[src/rtl/core/irdl_pkg.sv]
`timescale 1ns / 1ps

package irdl_pkg;

    // input kinds
    localparam logic [1:0] ACT_TICK   = 2'd0;
    localparam logic [1:0] ACT_FRAME  = 2'd1;
    localparam logic [1:0] ACT_TORQUE = 2'd2;
    localparam logic [1:0] ACT_START  = 2'd3;

    // configuration register indexes
    localparam logic [2:0] CFG_STATUS_PERIOD = 3'd0;
    localparam logic [2:0] CFG_RPM_PERIOD    = 3'd1;
    localparam logic [2:0] CFG_LINK_TIMEOUT  = 3'd2;
    localparam logic [2:0] CFG_HOLD_TIME     = 3'd3;
    localparam logic [2:0] CFG_BUZZER_TIME   = 3'd4;
    localparam logic [2:0] CFG_REISSUE_TIME  = 3'd5;

    localparam logic [10:0] RX_ID      = 11'h181;
    localparam logic [3:0]  RX_MIN_LEN = 4'd3;
    localparam logic [7:0]  REG_STATUS = 8'h40;
    localparam logic [7:0]  REG_RPM    = 8'h30;
    localparam logic [7:0]  REG_VBUS   = 8'hEB;
    localparam logic [15:0] FAULT_MASK = 16'h0040;

    localparam logic [7:0] CMD_REQUEST = 8'h3D;
    localparam logic [7:0] CMD_CLEAR   = 8'h8E;
    localparam logic [7:0] CMD_MODE    = 8'h51;
    localparam logic [7:0] CMD_TORQUE  = 8'h90;
    localparam logic [7:0] CMD_TIMEOUT = 8'hD0;
    localparam logic [7:0] MODE_LOCK   = 8'h04;

    localparam int unsigned MAX_FRAMES = 5;

    typedef struct packed {
        logic [1:0]         action;
        logic               button_pressed;
        logic [10:0]        frame_id;
        logic [3:0]         frame_len;
        logic [7:0]         frame_reg;
        logic [7:0]         frame_lo;
        logic [7:0]         frame_hi;
        logic signed [15:0] torque_request;
    } t_in_item;

    typedef struct packed {
        logic               tx_valid;
        logic [7:0]         tx_command;
        logic [7:0]         tx_arg_lo;
        logic [7:0]         tx_arg_hi;
        logic               last_result;
        logic               ready_to_drive;
        logic               fault_active;
        logic               buzzer_on;
        logic [15:0]        status_word;
        logic signed [15:0] motor_rpm;
        logic [15:0]        dc_bus_decivolts;
    } t_out_item;

    typedef struct packed {
        logic [7:0] cmd;
        logic [7:0] lo;
        logic [7:0] hi;
    } t_frame;

    typedef struct packed {
        logic [7:0]  status_period;
        logic [7:0]  rpm_period;
        logic [15:0] link_timeout;
        logic [15:0] hold_time;
        logic [15:0] buzzer_time;
        logic [15:0] reissue_time;
    } t_cfg;

endpackage

[src/rtl/core/irdl_cfg.sv]
`timescale 1ns / 1ps

module irdl_cfg import irdl_pkg::*; (
    input  logic        i_clk,
    input  logic        i_rst_n,
    input  logic        i_wr,
    input  logic [2:0]  i_idx,
    input  logic [15:0] i_wdata,
    output t_cfg        o_cfg
);

    t_cfg r_cfg;

    always_ff @(posedge i_clk) begin
        if (!i_rst_n) begin
            r_cfg.status_period <= 8'd10;
            r_cfg.rpm_period    <= 8'd10;
            r_cfg.link_timeout  <= 16'd100;
            r_cfg.hold_time     <= 16'd1000;
            r_cfg.buzzer_time   <= 16'd3000;
            r_cfg.reissue_time  <= 16'd5000;
        end else if (i_wr) begin
            unique case (i_idx)
                CFG_STATUS_PERIOD: r_cfg.status_period <= i_wdata[7:0];
                CFG_RPM_PERIOD:    r_cfg.rpm_period    <= i_wdata[7:0];
                CFG_LINK_TIMEOUT:  r_cfg.link_timeout  <= i_wdata;
                CFG_HOLD_TIME:     r_cfg.hold_time     <= i_wdata;
                CFG_BUZZER_TIME:   r_cfg.buzzer_time   <= i_wdata;
                CFG_REISSUE_TIME:  r_cfg.reissue_time  <= i_wdata;
                default: ;
            endcase
        end
    end

    assign o_cfg = r_cfg;

endmodule
[config.mk]
export PLATFORM = sky130hd
export DESIGN_NAME = irdl_cfg
export DESIGN_NICKNAME = d
export VERILOG_FILES = /design/src/rtl/core/irdl_pkg.sv /design/src/rtl/core/irdl_cfg.sv
export SDC_FILE = /design/constraint.sdc
export NUM_CORES = 1
export LEC_CHECK = 0
export ABC_CLOCK_PERIOD_IN_PS = 2550
export BUFFER_PORTS_ARGS = -buffer_cell sky130_fd_sc_hd__buf_2
export CELL_PAD_IN_SITES_DETAIL_PLACEMENT = 2
export CELL_PAD_IN_SITES_GLOBAL_PLACEMENT = 2
export CORE_ASPECT_RATIO = 2
export CORE_MARGIN = 3
export CORE_UTILIZATION = 32
export DETAILED_ROUTE_END_ITERATION = 12
export HOLD_SLACK_MARGIN = 0.05
export PLACE_DENSITY = 0.82
export SYNTH_ARGS = -nofsm -noshare
export SYNTH_HDL_FRONTEND = slang
export SYNTH_SLANG_ARGS = --single-unit
[constraint.sdc]
create_clock -name i_clk -period 2.55 [get_ports i_clk]
set_clock_uncertainty 0.1 [all_clocks]
set_input_delay 0 -clock i_clk [delete_from_list [all_inputs] [get_ports i_clk]]
set_output_delay 0 -clock i_clk [all_outputs]
set_load 0.01 [all_outputs]
== Yosys cells after proc, flatten, opt, wreduce, memory -nomap -nowiden ==
Cells that the tools add are included.
Widths: inputs -> output; s select.

* Equality and inequality tests: 5
* Add/sub/neg operators: 0
* $mul: 0
* Multiplexer cells: 0
* Shift operators: 0
* Bitwise logic cells: 0
* Reduce and logical (&&, ||, !) cells: 7
* Magnitude comparators: 0
* Div/mod/pow operators: 0

{| class="wikitable"
|+ Operators by type and width
! operator !! number
|-
| $reduce_and 2->1 || 6
|-
| $eq 3x2->1 const B || 2
|-
| $eq 3x3->1 const B || 2
|-
| $eq 3x1->1 const B || 1
|-
| $logic_not 3->1 || 1
|}

* Output and inout port bits: 80
* RAM bits: 0
* Register bits after elaboration: 80
* Bits of input ports: 22
* Bits in latches: 0
* Memories kept: 0
* ROM bits: 0

== Depth between registers and ports, before layout ==
Gate-level depths: netlist (run 1).

* Depth after elaboration: 2
* Depth in mapped cells: 5
* Depth with buffers taken out: 2

== Least setup slack after synthesis (run 1) ==
OpenSTA, ideal clock, no wires.

* Path type: input to register
* Start point: input i_idx[0]
* End point: register r_cfg, in the netlist o_cfg[75]
* Setup slack: 1442 ps
* Buffers on the path: 2
* Data arrival time: 879 ps
* Cell stages on the path: 4
* Data required time: 2320 ps
* Cell sequence: buf_6 > or4b_1 > buf_6 > mux2i_1

* Word-level cells in the longest chain between the ends: 2

{| class="wikitable"
|+ RTL lines
! item !! RTL line !! source
|-
| start: declaration || irdl_cfg.sv:7 || <nowiki>input logic [2:0] i_idx,</nowiki>
|-
| $logic_not 3->1 || irdl_cfg.sv:23 || <nowiki>unique case (i_idx)</nowiki>
|-
| $reduce_and 2->1 (no source line) || n/a ||
|-
| end: declaration || irdl_cfg.sv:12 || <nowiki>t_cfg r_cfg;</nowiki>
|}

Every way passes these cells.
A chain may end at the register's enable or synchronous reset.

== Worst setup path after layout (run 1) ==
* Start point: input i_idx[2]
* End point: register r_cfg, in the netlist o_cfg[43]

* Word-level cells in the longest chain between the ends: 2

{| class="wikitable"
|+ RTL lines
! item !! RTL line
|-
| $eq 3x2->1 || irdl_cfg.sv:23
|-
| $reduce_and 2->1 (no source line) || n/a
|}

Every way passes these cells.

==> flow_summary.toml, run 1 <==
[status]
status = "complete, no violations"

[die]
dieArea_sq_um = 11100
die_w_um = 75.9
die_h_um = 146
start_util_pct = 33.1
core_area_sq_um = 9450
ios = 102
rows = 50

[clock_network]
htreeDepth = 3
root_buffer = "clkbuf_16"
post_cts_buffers = 0
cts_buffer_depth = 2
cts_sinks = 80
cts_buffers = 9
cts_tree = "yes"
clk_pin_slew_ns = 0.06
ctsHoldBuffers = 16
post_cts_resized = 0
clkLatencyLatePin_ns = 0.33

[place]
port_buffers = 101
hpwlAfterDp_mm = 6.81
gp_congestion = 0.709

[synthesis]
syn-num-nets = 323
ys_seq_elements = 80
synth_area_leaders = "dfxtp_1, mux2i_1, nand2_1, nor2b_1, clkbuf_1"
yosysWarnings = 0
synth_simple_gate_area_share_pct = 19.2
synth-seq-area-share_pct = 51.3
synth_top_family_by_area = "multiplexers"
ys_types = 13
synthXorXnorAreaFrac_pct = 0
synth_compound_area_share_pct = 0
synth_top_area_share_pct = 51.3
netlist_area_sq_um = 3120
syn_avg_cell_area_sq_um = 10.4
synthMuxAreaShare_pct = 25.6
synth_top_cell_by_area = "dfxtp_1"
synthAdderAreaFrac_pct = 0
syn_inst = 301

[pwr]
p_leak_nw = 2.05
combPwrFrac_pct = 7.4
p_int_mw = 2.23
power_frac_seq_pct = 45.4
p_sw_mw = 0.613
clkPwrFrac_pct = 47.2
power_density_nw_per_um2 = 681
peakVddDrop_mv = 0.336
swShare_pct = 21.5

[routing]
vias_per_cell = 4.74
totalWireLength_mm = 9.56
initialDrtViolationCount = 84
drc = 0
wl_per_cell_um = 17.6
ant_nets = 0
dr_total_vias = 2581
first_pass_iters = 4

[setup_path]
crit_fanout = 11
cp.arrival_ns = 1.34
cp_slowest_cell = "nand4b_1"
path_cells = "buf_2 > nand4b_1 > mux2i_1"
crit_path_end_kind = "flop"
slowest_delay_ns = 0.78
rrSetupSlack_ns = 1.75
start_kind = "input pin"
critPathRequiredTime_ns = 2.69
criticalPathCategory = "input pin to flop"

[sta]
hold_ws_ns = 0.119
finalCriticalPeriod_ns = 1.21
slew_viol_final = 0
max_freq_mhz = 828
timing.slew.headroom_pct = 40.1
rsz0062_at_grt = "false"
tightest_slew_ns = 0.893
hold_violations = 0
finalSetupViolCount = 0
finalSetupTns_ns = 0
fin_crit_sh_pct = 47.3

[layout]
n_antenna_cell = 0
nets = 431
largest_reg_flops = 80
drive_above_1_share_pct = 29.7
area_growth_pct = 33.9

[job]
max_cap_violations = 0

[worst_hold_path]
hold_path_class = "input pin to flop"

[grt]
grt_pass1_wl_mm = 14.8
grt_usage_pct = 18.1
grt_overflow = 0
grt_max_degree = 69
grt_pass1_vias = 2779
grt_antenna_before_repair = 0
## cells in the final DEF (no fill, tap or decap), drive strengths merged
cell	Yosys	routed
or4b	1	1
clkinv	0	1
nand4bb	2	2
buf	11	105
and4b	2	2
nand2	71	71
and4bb	3	3
dfxtp	80	80
bufinv	0	1
mux2i	80	80
dlygate4sd3	0	16
nor2b	36	36
nand4b	2	2
clkbuf	13	14
## worst paths after layout
check,from,endpoint,cells after the start
setup / recovery,i_idx[2],o_cfg[43],3
hold / removal,i_rst_n,o_cfg[22],3
setup reg to reg,o_cfg[70],o_cfg[70],2
hold reg to reg,o_cfg[72],o_cfg[72],2
## through the flow
| step | worst slack, ns | instance area [sq um] | power (mW) | util, % | std cells |
|---|---|---|---|---|---|
| 5_1_grt | 1.26 | 4180 | 2.95 | 44.3 | 544 |
| 4_1_cts | 1.34 | 4180 | 2.88 | 44.3 | 544 |
| 3_5_place_dp | 0.947 | 3700 | 1.51 | 39.2 | 512 |
| 3_3_place_gp | 1.11 | 3700 | 1.51 | 39.2 | 512 |
| 2_1_floorplan | 1.44 | 3120 | 1.44 | - | 301 |
| 6_report | 1.34 | 4180 | 2.85 | 44.3 | 544 |
## critical path: cells and delay by family
| family | cells | cell delay [ns] |
|---|---|---|
| mux | 1 | 0.41 |
| simple gates | 1 | 0.78 |
| buf+inv | 1 | 0.15 |
## cells in the mapped netlist
master / number
clkbuf_1: 13
buf_6: 2
buf_2: 7
and4b_1: 2
nor2b_1: 36
mux2i_1: 80
and4bb_2: 3
nand4bb_1: 2
or4b_1: 1
nand2_1: 71
nand4b_1: 2
buf_4: 2
dfxtp_1: 80
## power groups by stage
stage | clock network [mW] | logic [mW] | registers [mW]
2_1_floorplan | 0 | 0.104 | 1.33
3_3_place_gp | 0 | 0.186 | 1.32
3_5_place_dp | 0 | 0.193 | 1.32
4_1_cts | 1.38 | 0.214 | 1.29
5_1_grt | 1.43 | 0.230 | 1.30
6_report | 1.34 | 0.209 | 1.29
## final cells by class
type	count	area, sq um
timing repair buffer	121	698
tap	130	163
sequential	80	1600
clock buffer	14	284
multi-input combinational	197	1400
fill	973	5270
clock inverter	2	35.0
## cells by family (layout without fill, tap and decap cells)
logic type | after synthesis | count (layout)
buffers and inverters | 24 | 137
flip-flops | 80 | 80
AND/OR/NAND/NOR | 117 | 117
multiplexers | 80 | 80
## metal layers
layer / up-vias / GRT usage (%) / part of all wire, % / routed length [um]
li1: 1209 / - / - / -
met1: 1289 / 18.9 / 37 / 3530
met2: 65 / 32.9 / 57 / 5430
met3: 18 / 3.60 / 3.3 / 311
met4: 0 / 8.14 / 3.0 / 291
met5: - / 0 / 0 / 0
Power figures use the tool's default switching activity.
==> run 2: changes to the inputs <==
ABC_CLOCK_PERIOD_IN_PS = 1000   (was 2550)
CORE_UTILIZATION = 27   (was 32)
PLACE_DENSITY = 0.73   (was 0.82)
clock period = 1 ns   (was 2.55 ns; I/O delays follow)
==> run 2 against run 1 <==
Total power rose to 2.5 times the previous value. Global-route usage fell by 2.1 points. Clock power rose by 140%. Worst hold slack got worse by 0.046 ns. Core utilization fell by 5.2 points. Non-clock buffer count rose by 20. Combinational power rose to 2.9 times the previous value. Sequential power rose to 2.6 times the previous value. Highest routed layer unchanged.
==> flow_summary.toml, run 2 (synthesis gave the netlist of run 1 again) <==
[setup_path]
cp_slowest_cell = "dfxtp_1"
crit_path_end_kind = "output port"
criticalPathCategory = "flop to output port"
path_depth = 1
start_kind = "flop"
crit_end = "o_cfg[16]"
path_delay_family = "flip-flops"
cp-startpoint = "o_cfg[16]"
crit_fanout = 2
rr_worst_depth = 2
cp.arrival_ns = 0.84
slowest_delay_ns = 0.36
critPathRequiredTime_ns = 0.90
rr_startpoint = "o_cfg[65]"
crit_buf_inv = 1
rrSetupSlack_ns = 0.22
path_cells = "buf_2"
r2r-end = "o_cfg[65]"

[die]
ios = 102
rows = 55
dieArea_sq_um = 13000
start_util_pct = 27.7
core_area_sq_um = 11300
die_w_um = 82.1
die_h_um = 158

[layout]
drive_above_1_share_pct = 32.7
nets = 451
area_growth_pct = 41.1
largest_reg_flops = 80
layout_common_cells = "buf_2, mux2i_1, dfxtp_1"
fill_cells = 1292
final_common_cell = "buf_2"
n_antenna_cell = 0
utilization_pct = 39.0

[routing]
ant_nets = 0
wl_per_cell_um = 17.4
first_pass_iters = 4
initialDrtViolationCount = 48
drc = 0
dr_total_vias = 2623
totalWireLength_mm = 10.0
vias_per_cell = 4.55

[clock_network]
root_buffer = "clkbuf_16"
cts_buffer_depth = 2
post_cts_buffers = 0
clk_pin_slew_ns = 0.06
htreeDepth = 3
cts_buffers = 9
clkLatencyLatePin_ns = 0.33
cts_sinks = 80
cts_tree = "yes"

[place]
place_ws_ns = -0.190
gp_congestion = 0.707
port_buffers = 101
hpwlAfterDp_mm = 7.34

[sta]
max_freq_mhz = 1060
setup_ws_ns = 0.0597
rsz0062_at_grt = "false"
finalSetupViolCount = 0
hold_violations = 0
slew_viol_final = 0
fin_crit_sh_pct = 94.0
finalCriticalPeriod_ns = 0.940
timing.slew.headroom_pct = 81.0
tightest_slew_ns = 0.284

[worst_hold_path]
holdPathStages = 4
hold_path_class = "input pin to flop"

[grt]
grt_usage_pct = 16.1
grt_overflow = 0
grt_pass1_wl_mm = 15.5
grt_antenna_before_repair = 0
grt_max_degree = 29
grt_pass1_vias = 2873

[pwr]
p_total_mw = 7.18
peakVddDrop_mv = 0.765
p_leak_nw = 2.17
power_density_nw_per_um2 = 1630

[status]
status = "complete, no violations"

[job]
max_cap_violations = 0
-- run 2: cell types whose count changed in the layout (fill, tap and decap cells not counted) --
cell,before,now
buf_4,5,17
buf_12,0,6
clkbuf_8,4,1
clkinv_2,1,4
dlygate4sd3_1,16,18
clkbuf_1,1,0
clkinv_4,0,1
-- run 2: tightest hold or removal path, cell delays in order --
cell     delay (ns)
buf_4          0.15
buf_4          0.17
nand2_1        0.07
mux2i_1        0.05
-- run 2: area by class of cell --
cell class | count | area, sq um | area share, %
well taps | 142 | 178 | 4.03
multi-input cells | 197 | 1400 | 31.8
repair buffers | 141 | 928 | 21.1
clock inverters | 6 | 58.8 | 1.33
flip-flops and latches | 80 | 1600 | 36.4
clock buffers | 10 | 239 | 5.42
-- run 2: report_power, final --
group,total [mW],switching [mW],internal (mW),leakage (nW)
Combinational,0.615,0.318,0.297,1.37
Clock,3.27,1.28,1.99,0.152
Sequential,3.30,0.0399,3.26,0.648
Total,7.18,1.64,5.54,2.17
-- run 2: metrics by stage --
stage / setup TNS (ns) / cell area, sq um / instances / hold slack [ns]
after floorplan: -0.819 / 3150 / 301 / 0.0421
after global placement: -3.54 / 3930 / 542 / 0.161
after detailed placement: -5.22 / 3930 / 542 / 0.182
after CTS: 0 / 4390 / 574 / -0.0804
after global routing: 0 / 4410 / 576 / 0.0885
final: 0 / 4410 / 576 / 0.0733
-- run 2: what timing repair did --
item                                   CTS  global route
gates resized for setup                  0             0
hold buffers                            16             2
endpoints found under the hold margin   69             3
-- run 2: worst min path at each step --
| stage | start | endpoint | slack [ns] |
|---|---|---|---|
| after global routing | i_rst_n | o_cfg[58] | 0.09 |
| after detailed placement | i_wdata[3] | o_cfg[51] | 0.18 |
| after global placement | i_wdata[3] | o_cfg[51] | 0.16 |
| after CTS | i_rst_n | o_cfg[51] | -0.08 |
| after floorplan | i_wdata[3] | o_cfg[51] | 0.04 |
| final | i_rst_n | o_cfg[71] | 0.07 |
-- run 2: metal layers --
metal / global-route usage [%] / wire (um) / vias to the layer above
met1: 17.5 / 3710 / 1288
met3: 2.62 / 347 / 14
li1: - / - / 1256
met5: 0 / 0 / -
met2: 29.8 / 5720 / 65
met4: 6.50 / 242 / 0
==> run 3: changes to the inputs <==
ABC_CLOCK_PERIOD_IN_PS = 800   (was 1000)
clock period = 0.8 ns   (was 1 ns; I/O delays follow)
==> run 3 against run 2 <==
The flow now finishes with violations (hold timing, setup timing). Register-to-register slack worse by 0.29 ns. Flip-flop and latch count unchanged. Design area up 20%. Core utilization up 7.7 points. Count of clock-buffer cells in the layout stayed put. Sequential share of layout area fell by 4.1 points.
==> flow_summary.toml, run 3 (synthesis gave the netlist of run 1 again) <==
[layout]
layout_common_cells = "buf_6, dfxtp_2, mux2i_1"
drive_above_1_share_pct = 59.9
nets = 460
largest_reg_flops = 80
area_growth_pct = 68.8
n_antenna_cell = 0
fin_cells = 583
final_common_cell = "buf_6"

[sta]
fin_crit_sh_pct = 111
finalSetupViolCount = 103
finalCriticalPeriod_ns = 0.891
rsz0062_at_grt = "true"
hold_violations = 33
max_freq_mhz = 1120
timing.slew.headroom_pct = 79.4
finalSetupTns_ns = -6.18
tightest_slew_ns = 0.308
hold_ws_ns = -0.150
slew_viol_final = 0
setup_ws_ns = -0.0909

[routing]
totalWireLength_mm = 10.9
drc = 0
ant_nets = 0
initialDrtViolationCount = 80
wl_per_cell_um = 18.7
vias_per_cell = 4.58
first_pass_iters = 4
dr_total_vias = 2669

[grt]
grt_antenna_before_repair = 0
grt_pass1_wl_mm = 16.6
use_met2_pct = 33.1
grt.busiest_layer = "met2"
grt_pass1_vias = 2980
grt_usage_pct = 17.5
grt_max_degree = 44
use_met3_pct = 2.22
grt.met1_usage_pct = 19.1
grt_overflow = 0

[setup_path]
crit_buf_inv = 1
crit_fanout = 2
start_kind = "flop"
slowest_delay_ns = 0.36
crit_path_end_kind = "output port"
path_cells = "buf_6"
cp.arrival_ns = 0.79
critPathRequiredTime_ns = 0.70
path_delay_family = "flip-flops"
criticalPathCategory = "flop to output port"
cp_slowest_cell = "dfxtp_2"

[clock_network]
root_buffer = "clkbuf_16"
cts_buffer_depth = 2
cts_tree = "yes"
cts_sinks = 80
cts_buffers = 9
htreeDepth = 3
clk_pin_slew_ns = 0.06
clkLatencyLatePin_ns = 0.32

[die]
core_area_sq_um = 11300
rows = 55
die_w_um = 82.1
dieArea_sq_um = 13000
ios = 102
start_util_pct = 27.7
die_h_um = 158

[worst_hold_path]
hold_path_class = "input pin to flop"

[place]
place_inst = 544
gp_congestion = 0.738
hpwlAfterDp_mm = 7.25
port_buffers = 101

[pwr]
p_leak_nw = 2.43
power_density_nw_per_um2 = 1840
peakVddDrop_mv = 0.952

[job]
max_cap_violations = 0

[status]
violations = "hold timing, setup timing"
status = "finished with violations"
## run 3: cell types whose count changed in the layout (fill, tap and decap cells not counted), sizes merged
cell         before  now
dlygate4sd3      18    7
clkbuf           10   11
buf             123  142
bufinv            1    3
clkinv            5    1
## run 3: area by class of cell
type                            count  area, sq um
Fill cell                        1146         6010
Sequential cell                    80         1700
Timing Repair Buffer              150         1590
Multi-Input combinational cell    197         1480
Clock buffer                       10          229
Tap cell                          142          178
Clock inverter                      4         95.1
## run 3: what timing repair did
action / 4_1_cts / 5_1_grt
gates cloned: 1 / 1
pin swaps: 2 / 1
gates resized for setup: 183 / 26
hold buffers: 8 / 1
endpoints found under the hold margin: 70 / 48
endpoints found under the setup margin: 98 / 120
setup buffers: 11 / 6
## run 3: stage by stage
| stage | power [mW] | hold slack (ns) | setup WS, ns | area [sq um] | utilization, % |
|---|---|---|---|---|---|
| 2_1_floorplan | 4.60 | 0.0421 | -0.301 | 3190 | - |
| 6_report | 9.68 | -0.150 | -0.0909 | 5270 | 46.7 |
| 3_5_place_dp | 4.93 | 0.188 | -0.412 | 3960 | 35.0 |
| 3_3_place_gp | 4.91 | 0.178 | -0.363 | 3960 | 35.0 |
| 5_1_grt | 10.1 | -0.126 | -0.119 | 5270 | 46.7 |
| 4_1_cts | 9.72 | -0.156 | -0.102 | 5130 | 45.5 |
## run 3: final timing paths
| kind | end | cells after the start | start | slack [ns] |
|---|---|---|---|---|
| worst max-delay path | o_cfg[48] | 1 | o_cfg[48] | -0.09 |
| worst min-delay path | o_cfg[57] | 3 | i_wdata[9] | -0.15 |
| worst max register to register | o_cfg[63] | 3 | o_cfg[63] | -0.07 |
| worst min register to register | o_cfg[60] | 2 | o_cfg[60] | 0.37 |
## run 3: metal layers
| layer | wire [um] | vias up |
|---|---|---|
| met3 | 317 | 16 |
| met2 | 6350 | 69 |
| met1 | 4030 | 1315 |
| met4 | 231 | 0 |
| met5 | 0 | - |
| li1 | - | 1269 |
## run 3: report_power, final
| group | switching [mW] | internal, mW |
|---|---|---|
| Clock | 1.57 | 3.01 |
| Sequential | 0.0741 | 4.09 |
| Combinational | 0.426 | 0.509 |
| Total | 2.07 | 7.61 |
